## config.mk

```make
export PLATFORM = sky130hd
export DESIGN_NAME = llt1_isqrt
export DESIGN_NICKNAME = d
export VERILOG_FILES = /design/src/sv/look_locker_t1_pixel_map_core_assert.svh /design/src/sv/llt1_isqrt.sv
export SDC_FILE = /design/constraint.sdc
export NUM_CORES = 1
export LEC_CHECK = 0
export BUFFER_PORTS_ARGS = -buffer_cell sky130_fd_sc_hd__clkbuf_2
export CAP_MARGIN = 20
export CORE_MARGIN = 2
export CORE_UTILIZATION = 65
export DETAILED_ROUTE_END_ITERATION = 6
export GPL_ROUTABILITY_DRIVEN = 0
export PLACE_DENSITY = 0.82
export SLEW_MARGIN = 25
export SYNTH_ARGS = -nofsm -noshare
export SYNTH_HDL_FRONTEND = slang
export SYNTH_SLANG_ARGS = --single-unit
```

## constraint.sdc

```tcl
create_clock -name clk_i -period 6.05 [get_ports clk_i]
set_input_delay 0.9075 -clock clk_i [delete_from_list [all_inputs] [get_ports clk_i]]
set_output_delay 0.9075 -clock clk_i [all_outputs]
set_load 0.02 [all_outputs]
```

## src/sv/look_locker_t1_pixel_map_core_assert.svh

```systemverilog
// Assertion macros used by the pixel map core RTL.
`ifndef LOOK_LOCKER_T1_PIXEL_MAP_CORE_ASSERT_SVH
`define LOOK_LOCKER_T1_PIXEL_MAP_CORE_ASSERT_SVH

// Same-cycle implication, checked outside reset.
`define LLT1_ASSERT_IMPL(lbl, ante, cons, msg) \
  lbl: assert property (@(posedge clk_i) disable iff (!rst_ni) (ante) |-> (cons)) \
    else $error(msg);

// Next-cycle implication, checked outside reset.
`define LLT1_ASSERT_NEXT(lbl, ante, cons, msg) \
  lbl: assert property (@(posedge clk_i) disable iff (!rst_ni) (ante) |=> (cons)) \
    else $error(msg);

`endif

```

## src/sv/llt1_isqrt.sv

```systemverilog
// Pipelined integer square root, one result bit per register stage.
`timescale 1ns / 1ps
`default_nettype none
module llt1_isqrt #(
  parameter int SW = 16
) (
  input  wire logic            clk_i,
  input  wire logic [2*SW-1:0] rad_i,
  output logic      [SW-1:0]   root_o
);

  localparam int RW = 2 * SW;

  logic [RW-1:0] rad_q  [SW];
  logic [SW+1:0] rem_q  [SW];
  logic [SW-1:0] root_q [SW];

  for (genvar s = 0; s < SW; s++) begin : g_stage
    logic [RW-1:0] rad_in;
    logic [SW+1:0] rem_in;
    logic [SW-1:0] root_in;
    logic [SW+1:0] rem_sh;
    logic [SW+1:0] trial;

    if (s == 0) begin : g_first
      assign rad_in  = rad_i;
      assign rem_in  = '0;
      assign root_in = '0;
    end else begin : g_next
      assign rad_in  = rad_q[s-1];
      assign rem_in  = rem_q[s-1];
      assign root_in = root_q[s-1];
    end

    // The partial remainder never exceeds twice the partial root.
    assign rem_sh = {rem_in[SW-1:0], rad_in[RW-1:RW-2]};
    assign trial  = {root_in, 2'b01};

    always_ff @(posedge clk_i) begin
      rad_q[s] <= {rad_in[RW-3:0], 2'b00};
      if (rem_sh >= trial) begin
        rem_q[s]  <= rem_sh - trial;
        root_q[s] <= {root_in[SW-2:0], 1'b1};
      end else begin
        rem_q[s]  <= rem_sh;
        root_q[s] <= {root_in[SW-2:0], 1'b0};
      end
    end
  end

  assign root_o = root_q[SW-1];

endmodule
`default_nettype wire

```

**After elaboration in Yosys (flattened, before gate mapping)**

Memories as Yosys holds them, arrays and structs flattened.
Index checks and enable logic that the tools add are counted.

- Output and inout bits: 16
- Bits in registers: 0
- Input bits: 33
- Bits in writable memories: 1024
- Memories kept: 3
- Logic and storage cells: 147

Memories:

| memory | words | bits a word | read ports | clocked after memory_dff | wr ports | RTL line | source |
|---|---|---|---|---|---|---|---|
| rad_q | 16 | 30 | 15 | 0 | 16 | llt1_isqrt.sv:14 | `logic [RW-1:0] rad_q [SW];` |
| rem_q | 16 | 18 | 15 | 0 | 16 | llt1_isqrt.sv:15 | `logic [SW+1:0] rem_q [SW];` |
| root_q | 16 | 16 | 16 | 0 | 16 | llt1_isqrt.sv:16 | `logic [SW-1:0] root_q [SW];` |

- Magnitude comparators: 16
- Bitwise logic cells: 32
- Mux-type cells: 80
- $add $sub $neg: 16

Operators by type and width:

| operator | count |
|---|---|
| 18-bit 2-to-1 mux | 16 |
| 18-bit >= comparator | 15 |
| 18-bit subtractor | 15 |
| 16-bit 2-to-1 mux | 16 |
| 1-bit 2-to-1 mux | 48 |
| 1-bit bitwise OR | 32 |
| 2-bit by 1-bit subtractor with 3-bit output, second input constant | 1 |
| 2-bit by 1-bit >= comparator with 1-bit output, second input constant | 1 |

**Logic depth before layout (Yosys ltp)**

Gate-level depths: netlist of the first run.
An unclocked memory read counts as a cell.

- Depth after elaboration: 5
- Gate-level depth with buffers: 11
- Mapped depth without buffers: 9

**Worst setup path before layout of the first run**

OpenSTA, ideal clock, no wires.

- Path type: reg-to-reg
- Start point: memory root_q[11][6] (netlist: root_q[1][54])
- End point: memory rem_q[1][78] (netlist bit)
- Setup time: 0.121 ns
- Arrival time: 2.297 ns
- Data required time: 5.929 ns
- Path slack: 3.633 ns
- Buffers on the path: 1
- Period minus slack after synthesis: 2.417 ns
- Cell stages (with the launch flop): 10
- Cell sequence: dfxtp_1 inv_1 ha_1 o21ai_0 a21oi_1 nor4b_1 o21ai_0 nand2_1 buf_6 mux2_2

RTL lines:

| item | RTL line |
|---|---|
| start, declared | llt1_isqrt.sv:16 |
| end, declared | llt1_isqrt.sv:15 |

==> results of run 1 <==
## power by group through the flow
stage               Combinational [mW]  Clock, mW  Sequential (mW)
global route                      2.95       3.97             5.26
detailed placement                2.59          0             5.26
finish                            2.65       3.74             5.18
global placement                  2.48          0             5.24
floorplan                         2.12          0             5.12
CTS                               2.63       3.81             5.19
## logic make-up after synthesis
kind of cell | Yosys count
compound gates | 383
xor+xnor | 151
fa+ha+maj | 152
buf+inv | 204
flops | 600
mux | 60
other cells | 1
simple gates | 501
## routing by layer
layer	track usage [%]	share of wire (%)	vias to the layer above
li1	-	-	7239
met1	27.36	43	6730
met2	41.06	49	388
met3	3.846	4.7	117
met4	9.890	3.5	0
met5	0	0	-
## flip-flops by register name, summed over array words and instances (netlist names)
signal	cells
rad_q	240
rem_q	224
root_q	136
## worst min path at each step
stage                  startpoint             to  slack (ps)  cells past startpoint
floorplan            rad_q[0][68]  rad_q[0][100]         310                      0
global placement     rad_q[0][17]   rad_q[0][49]         310                      0
detailed placement   rad_q[0][80]  rad_q[0][112]         310                      0
CTS                  rad_q[0][80]  rad_q[0][112]         320                      0
global route        rad_q[0][169]  rad_q[0][201]         330                      0
finish               rad_q[0][80]  rad_q[0][112]         320                      0
## cells in the final DEF (no fill, tap or decap), types with 19 or more instances in the layout
cell type | netlist | final
a21o_1 | 25 | 25
a21oi_1 | 107 | 107
clkbuf_16 | 0 | 55
clkbuf_2 | 0 | 48
dfxtp_1 | 600 | 600
ha_1 | 152 | 152
inv_1 | 176 | 176
mux2_2 | 51 | 51
nand2_1 | 97 | 97
nand2b_1 | 19 | 19
nand3_1 | 30 | 30
nand4_1 | 21 | 21
nor2_1 | 132 | 132
nor2b_1 | 27 | 27
nor3_1 | 43 | 43
nor4_1 | 29 | 29
o21a_1 | 41 | 41
o21ai_0 | 84 | 84
o31ai_1 | 22 | 22
or3_1 | 22 | 22
xnor2_1 | 91 | 91
xor2_1 | 60 | 60
## worst register-to-register path, delay by kind of cell (launching register included)
kind / cells / cell delay [ps]
AOI/OAI and AO/OA: 4 / 1670
muxes: 1 / 430
adders and majority gates: 1 / 350
buffers and inverters: 1 / 40
and+or+nand+nor: 1 / 190
DFF: 1 / 320
## cell type report
class	instances	share of cell area, %
sequential	600	49.03
timing repair buffer	50	1.042
clock inverter	29	1.915
inverter	178	2.727
multi-input combinational	1248	36.67
tap	448	2.288
clock buffer	72	6.328
==> summary.md, run 1 <==
| Metric | Value |
|---|---|
| Ranking of synthesized cells by instance count | `600 x dfxtp_1, 176 x inv_1, 152 x ha_1` |
| Sw Share | `28.66%` |
| WP data required | `6540 ps` |
| Cell family with most CP delay | `compound AO/OA/AOI/OAI gates` |
| Gr usage total | `23.01%` |
| Worst setup EP type | `register` |
| Status | `finished, final reports clean` |
| Xor and xnor fraction of the mapped netlist area | `6.067%` |
| Lkg Pwr | `between 10 and 15 nW` |
| Combinational Power Share | `22.9%` |
| DR vias | `between 10000 and 15000` |
| DR iter-0 viols | `907` |
| Final period utilization | `51.50%` |
| Max incr delay on CP | `approximately 800 ps` |
| Pwr Total | `11.57 mW` |
| Mux contribution to synthesized area | `3.048%` |
| CTS tree | `built` |
| Crit Path Max Fanout | `17` |
| Postcts setup bufs | `0` |
| Hold Fails Final Rpt | `0` |
| Max Cap Viol | `0` |
| Clock power frac | `32.3%` |
| Buf+Inv Stages, Crit Path | `1` |
| Slew of the pin with the lowest slew margin | `around 970 ps` |
| Internal power | `8.257 mW` |
| Grt ovf | `0` |
| Post-layout nets | `2318` |
| Syn avg cell area | `10.62 µm²` |
| Dominant synthesized flop cell | `dfxtp_1` |
| Final Routed Wirelength | `between 40 and 50 mm` |
| CTS root buf | `clkbuf_16` |
| Worst-Skew Late Latency | `between 600 and 700 ps` |
| First-pass GRT wire length | `about 67 mm` |
| RSZ-0062 raised after global routing | `no` |
| Post-synthesis simple-gate area fraction | `11.90%` |
| Full die area | `35020 µm²` |
| Chip width | `approximately 190 µm` |
| Port bufs | `48` |
| # rows | `67` |
| Ports | `49` |
| Yosys warnings | `0` |
| Critical-path top delay cell | `o21ai_2` |
| Final min period | `3116 ps` |
| First-pass DRT Iterations | `5` |
| Number of CTS-inserted buffers | `between 50 and 60` |
| Initial Util | `65.50%` |
| Power Dens Cells | `472.4 nW/µm²` |
| Min Hold Slack | `316.3 ps` |
| Gate count of the mapped netlist | `2052` |
| Min-delay worst type | `register to register` |
| Pre-CTS setup slack | `2985 ps` |
| Most common cell in the netlist | `dfxtp_1` |
| Post-synthesis net count | `2237` |
| Multi-input combinational cell area | `8985 µm²` |
| Die height | `187.1 µm` |
| Post-synthesis sequential area ratio | `between 50% and 60%` |
| Number of global-route vias before repair | `14510` |
| Yosys reg bits | `600` |
| Post-detailed-route count of antenna-violating nets | `0` |
| Core footprint | `33280 µm²` |
| H-tree depth | `2` |
| DRC viols | `0` |
| Synth top area cells | `dfxtp_1 55%, ha_1 8.7%, xnor2_1 3.7%` |
| Fin area | `approximately 24000 µm²` |
| Async set-reset flop share out of synthesis | `0%` |
| Setup violators final | `0` |
| Sequential Power Share | `44.8%` |
| Share of Yosys cell area claimed by the top area cell type | `55.10%` |
| CTS Sinks | `600` |
| Worst setup margin | `2934 ps` |
| Vias per cell | `approximately 5.5` |
| Max Slew Vio Count | `0` |
| Largest net degree at the start of global routing | `28` |
| EDFF count, synth | `0` |
| Dpl cells | `2524` |
| DP Area | `22480 µm²` |
| Worst Path Arrival | `3600 ps` |
| Post-synthesis compound-gate area fraction | `between 10 and 15%` |
| FF-to-FF End | `rem_q[1][122]` |
| Switch Pwr | `roughly 3.3 mW` |
| Wire per inst | `15.38 µm` |
| CP endpoint | `rem_q[1][122]` |
| Cell depth of the worst flop-to-flop path | `8` |
| Fraction of layout cells with a size suffix above 1 | `10.52%` |
| Number of cells on the critical path | `8` |
| Yosys top cell by area | `dfxtp_1` |
| Ant. Diodes | `0` |
| Max Root-Sink Buffers | `3` |
| Max rail drop VDD | `0.3380 mV` |
| Main combinational cell family by area after synthesis | `simple AND/OR/NAND/NOR gates` |
| Initial antenna violation count | `1` |
| Layout area overhead | `12.39%` |
| Most used cell along the critical path | `a21oi_1` |
| DP HPWL | `28.79 mm` |
| Post-Synth Adder-Cell Area | `8.724%` |
| Filler instances | `2217` |
| CTS Hold Bufs | `0` |
| CP Launch Point | `root_q[1][80]` |
| Mapped cell area | `21800 µm²` |
| Startpoint types | `register` |
| Rel. slew slack | `35.43%` |
| Count of cell types in the netlist | `74` |
| Internal reg-to-reg setup slack | `2930 ps` |
| Setup Crit Path Kind | `register to register` |
| R2r startpoint | `root_q[1][80]` |
| PostCTS Resize Cnt | `0` |
| Worst-path clk slew | `60 ps` |
| Worst Skew | `18.01 ps` |
| Final Core Density | `73.62%` |
| Storage element area | `12010 µm²` |
| F_max | `between 0.3 and 0.4 GHz` |
| Sum Neg Setup Slack | `0 ps` |
| Crit path cell chain | `inv_1, ha_1, nor2b_1, o31ai_1, a21oi_1, a21oi_1, o21ai_2, mux2_2` |
| Post-route insts no fill | `about 2600` |
(Power assumes the default switching activity.)
==> run 2: changes to the inputs <==
--- a/config.mk
+++ b/config.mk
@@ -8,10 +8,10 @@
 export BUFFER_PORTS_ARGS = -buffer_cell sky130_fd_sc_hd__clkbuf_2
 export CAP_MARGIN = 20
 export CORE_MARGIN = 2
-export CORE_UTILIZATION = 65
+export CORE_UTILIZATION = 56
 export DETAILED_ROUTE_END_ITERATION = 6
 export GPL_ROUTABILITY_DRIVEN = 0
-export PLACE_DENSITY = 0.82
+export PLACE_DENSITY = 0.75
 export SLEW_MARGIN = 25
 export SYNTH_ARGS = -nofsm -noshare
 export SYNTH_HDL_FRONTEND = slang
==> constraint.sdc (replaced) <==
create_clock -name clk_i -period 2.67 [get_ports clk_i]
set_input_delay 0.4005 -clock clk_i [delete_from_list [all_inputs] [get_ports clk_i]]
set_output_delay 0.4005 -clock clk_i [all_outputs]
set_load 0.02 [all_outputs]
==> run 2 against run 1 <==
Register-to-register slack lost 2800 ps. Non-clock buffer count is 57 higher. Worst hold slack worse by 4.2 ps. Final area grew 2.3%. Setup slack got worse by 2800 ps. Total power rose by 130%. Combinational power up 130%. Core utilization decreased by 8.6 points. Final cell count up 5.0%. Via count up 0.96%. Routed wire length is essentially flat. Critical path type unchanged. Critical endpoint is now rem_q[1][60]. Highest routed layer unchanged.
==> summary.md, run 2 (synthesis results as in run 1) <==
| Metric | Value |
|---|---|
| Number of CTS-inserted buffers | `57 (+3.6%)` |
| Post-detailed-route count of antenna-violating nets | `0 (unchanged)` |
| Rel. slew slack | `54.73% (+19 points)` |
| Most common cell after layout, fill and taps aside | `dfxtp_1` |
| Max Root-Sink Buffers | `3 (unchanged)` |
| Slew of the pin with the lowest slew margin | `672.0 ps (-296.4 ps)` |
| CTS tree | `built` |
| Hold Fails Final Rpt | `0 (unchanged)` |
| Combinational Power Share | `23.6% (+0.7 points)` |
| Multi-input combinational cell area | `8995 µm² (+0.11%)` |
| Post-layout nets | `2377 (+2.5%)` |
| Die height | `201.3 µm (+7.6%)` |
| Setup Crit Path Kind | `register to register` |
| Sum Neg Setup Slack | `0 ps (unchanged)` |
| Storage element area | `12010 µm² (unchanged)` |
| Vias per cell | `5.302 (-3.8%)` |
| Largest net degree at the start of global routing | `23 (-18%)` |
| RSZ-0062 raised after global routing | `no` |
| Pre-CTS setup slack | `63.85 ps (-2921 ps)` |
| Power Dens Cells | `1046 nW/µm² (+120%)` |
| CTS Sinks | `600 (unchanged)` |
| Internal power | `18.58 mW (+120%)` |
| Chip width | `201.3 µm (+7.6%)` |
| Ant. Diodes | `0 (unchanged)` |
| WP data required | `3170 ps (-3370 ps)` |
| Lkg Pwr | `11.67 nW (+2.1%)` |
| Number of global-route vias before repair | `14570 (+0.43%)` |
| Worst-Skew Late Latency | `620 ps (about the same)` |
| Sequential Power Share | `45.0% (+0.2 points)` |
| Final min period | `2577 ps (-539.0 ps)` |
| H-tree depth | `2 (unchanged)` |
| Min Hold Slack | `312.2 ps (-4.183 ps)` |
| Final period utilization | `96.51% (+45 points)` |
| Status | `finished, final reports clean` |
| Port bufs | `48 (unchanged)` |
| Cell family with most CP delay | `compound AO/OA/AOI/OAI gates` |
| Ports | `49 (unchanged)` |
| Gr usage total | `20.06% (-2.9 points)` |
| Max reg flops | `240 (unchanged)` |
| Most frequent cells in the layout | `600 x dfxtp_1, 176 x inv_1, 152 x ha_1` |
| Max incr delay on CP | `410 ps (-400 ps)` |
| CTS root buf | `clkbuf_16` |
| Crit path cell chain | `inv_1, ha_1, o21a_1, o31a_1, or3_1, a21oi_4, o211a_4, inv_2, mux2_2` |
| Core footprint | `38560 µm² (+16%)` |
| First-pass DRT Iterations | `7 (+2)` |
| Max Slew Vio Count | `0 (unchanged)` |
| Filler instances | `3012 (+36%)` |
| Biggest register | `rad_q` |
| Max Cap Viol | `0 (unchanged)` |
| # rows | `72 (+7.5%)` |
| Critical-path top delay cell | `dfxtp_1` |
| Biggest regs | `rad_q: 240 flops, rem_q: 224 flops, root_q: 136 flops` |
| Final Routed Wirelength | `40.41 mm (about the same)` |
| Worst setup EP type | `register` |
| Worst-path clk slew | `60 ps (about the same)` |
| Layout area overhead | `15.03%` |
| Worst setup margin | `93.12 ps (-2841 ps)` |
| Setup violators final | `0 (unchanged)` |
| DP HPWL | `29.16 mm (+1.3%)` |
| Switch Pwr | `7.648 mW (+130%)` |
| Worst Skew | `30.89 ps (+12.88 ps)` |
| Wire per inst | `14.66 µm (-4.7%)` |
| Sw Share | `29.16% (+0.50 points)` |
| Dpl cells | `2615 (+3.6%)` |
| Initial antenna violation count | `0 (-1)` |
| Buf+Inv Stages, Crit Path | `2 (+1)` |
| Worst Path Arrival | `3080 ps (-520 ps)` |
| First-pass GRT wire length | `67.55 mm (+0.72%)` |
| DR vias | `14610 (+0.96%)` |
| F_max | `0.3881 GHz (+21%)` |
| Initial Util | `56.54% (-9.0 points)` |
| Grt ovf | `0 (unchanged)` |
| Crit Path Max Fanout | `11 (-6)` |
| Full die area | `40520 µm² (+16%)` |
| DR iter-0 viols | `876 (-3.4%)` |
| Post-route insts no fill | `2756 (+5.0%)` |
| DRC viols | `0 (unchanged)` |
| Startpoint types | `register` |
| Final Core Density | `65.03% (-8.6 points)` |
| Clock power frac | `31.4% (-0.9 points)` |
| Fraction of layout cells with a size suffix above 1 | `11.39% (+0.88 points)` |
| Min-delay worst type | `register to register` |
| Max rail drop VDD | `0.7377 mV (+120%)` |
-- run 2: cell types whose count changed in the layout (fill, tap and decap cells not counted), sizes merged --
cell and change:
buf +24, bufinv -4, inv -1, clkinvlp +2, clkinv +2, clkbuf +5, dlygate4sd3 +33
-- run 2: final timing paths --
kind | from | to | slack, ps | cells past startpoint
max | root_q[1][33] | rem_q[1][60] | 90 | 9
min | rad_q[0][74] | rad_q[0][106] | 310 | 0
max reg2reg | root_q[1][33] | rem_q[1][60] | 90 | 9
min reg2reg | rad_q[0][74] | rad_q[0][106] | 310 | 0
-- run 2: per-stage QoR --
stage	power (mW)	area, µm²
floorplan	16.41	21800
global placement	17.75	22730
detailed placement	18.01	22730
CTS	26.35	25040
global route	27.68	25080
finish	26.23	25080
-- run 2: repair_timing --
item                       4_1_cts  5_1_grt
hold buffers                    33        0
gates resized for setup          0        3
setup endpoints to repair        0       24
setup buffers                    0        3
hold endpoints to repair        33        0
-- run 2: layout make-up --
class                      count  share of cell area (%)
inverter                     178                   2.665
multi-input combinational   1248                   35.87
timing repair buffer         107                   3.104
clock inverter                28                   1.527
tap                          518                   2.585
sequential                   600                   47.90
clock buffer                  77                   6.347
-- run 2: routing by layer --
layer | up-vias | GRT usage [%] | share of wire, %
met2 | 371 | 35.06 | 48
met5 | - | 0 | 0
met3 | 97 | 3.029 | 4.2
met1 | 6781 | 24.73 | 44
met4 | 0 | 8.508 | 3.2
li1 | 7364 | - | -
-- run 2: power by group through the flow --
stage                     combinational, mW  sequential [mW]  clock, mW
after global routing                   6.90             12.0       8.81
after detailed placement               6.04             12.0          0
after floorplan                        4.80             11.6          0
final                                  6.19             11.8       8.24
after CTS                              6.14             11.8       8.41
after global placement                 5.81             11.9          0
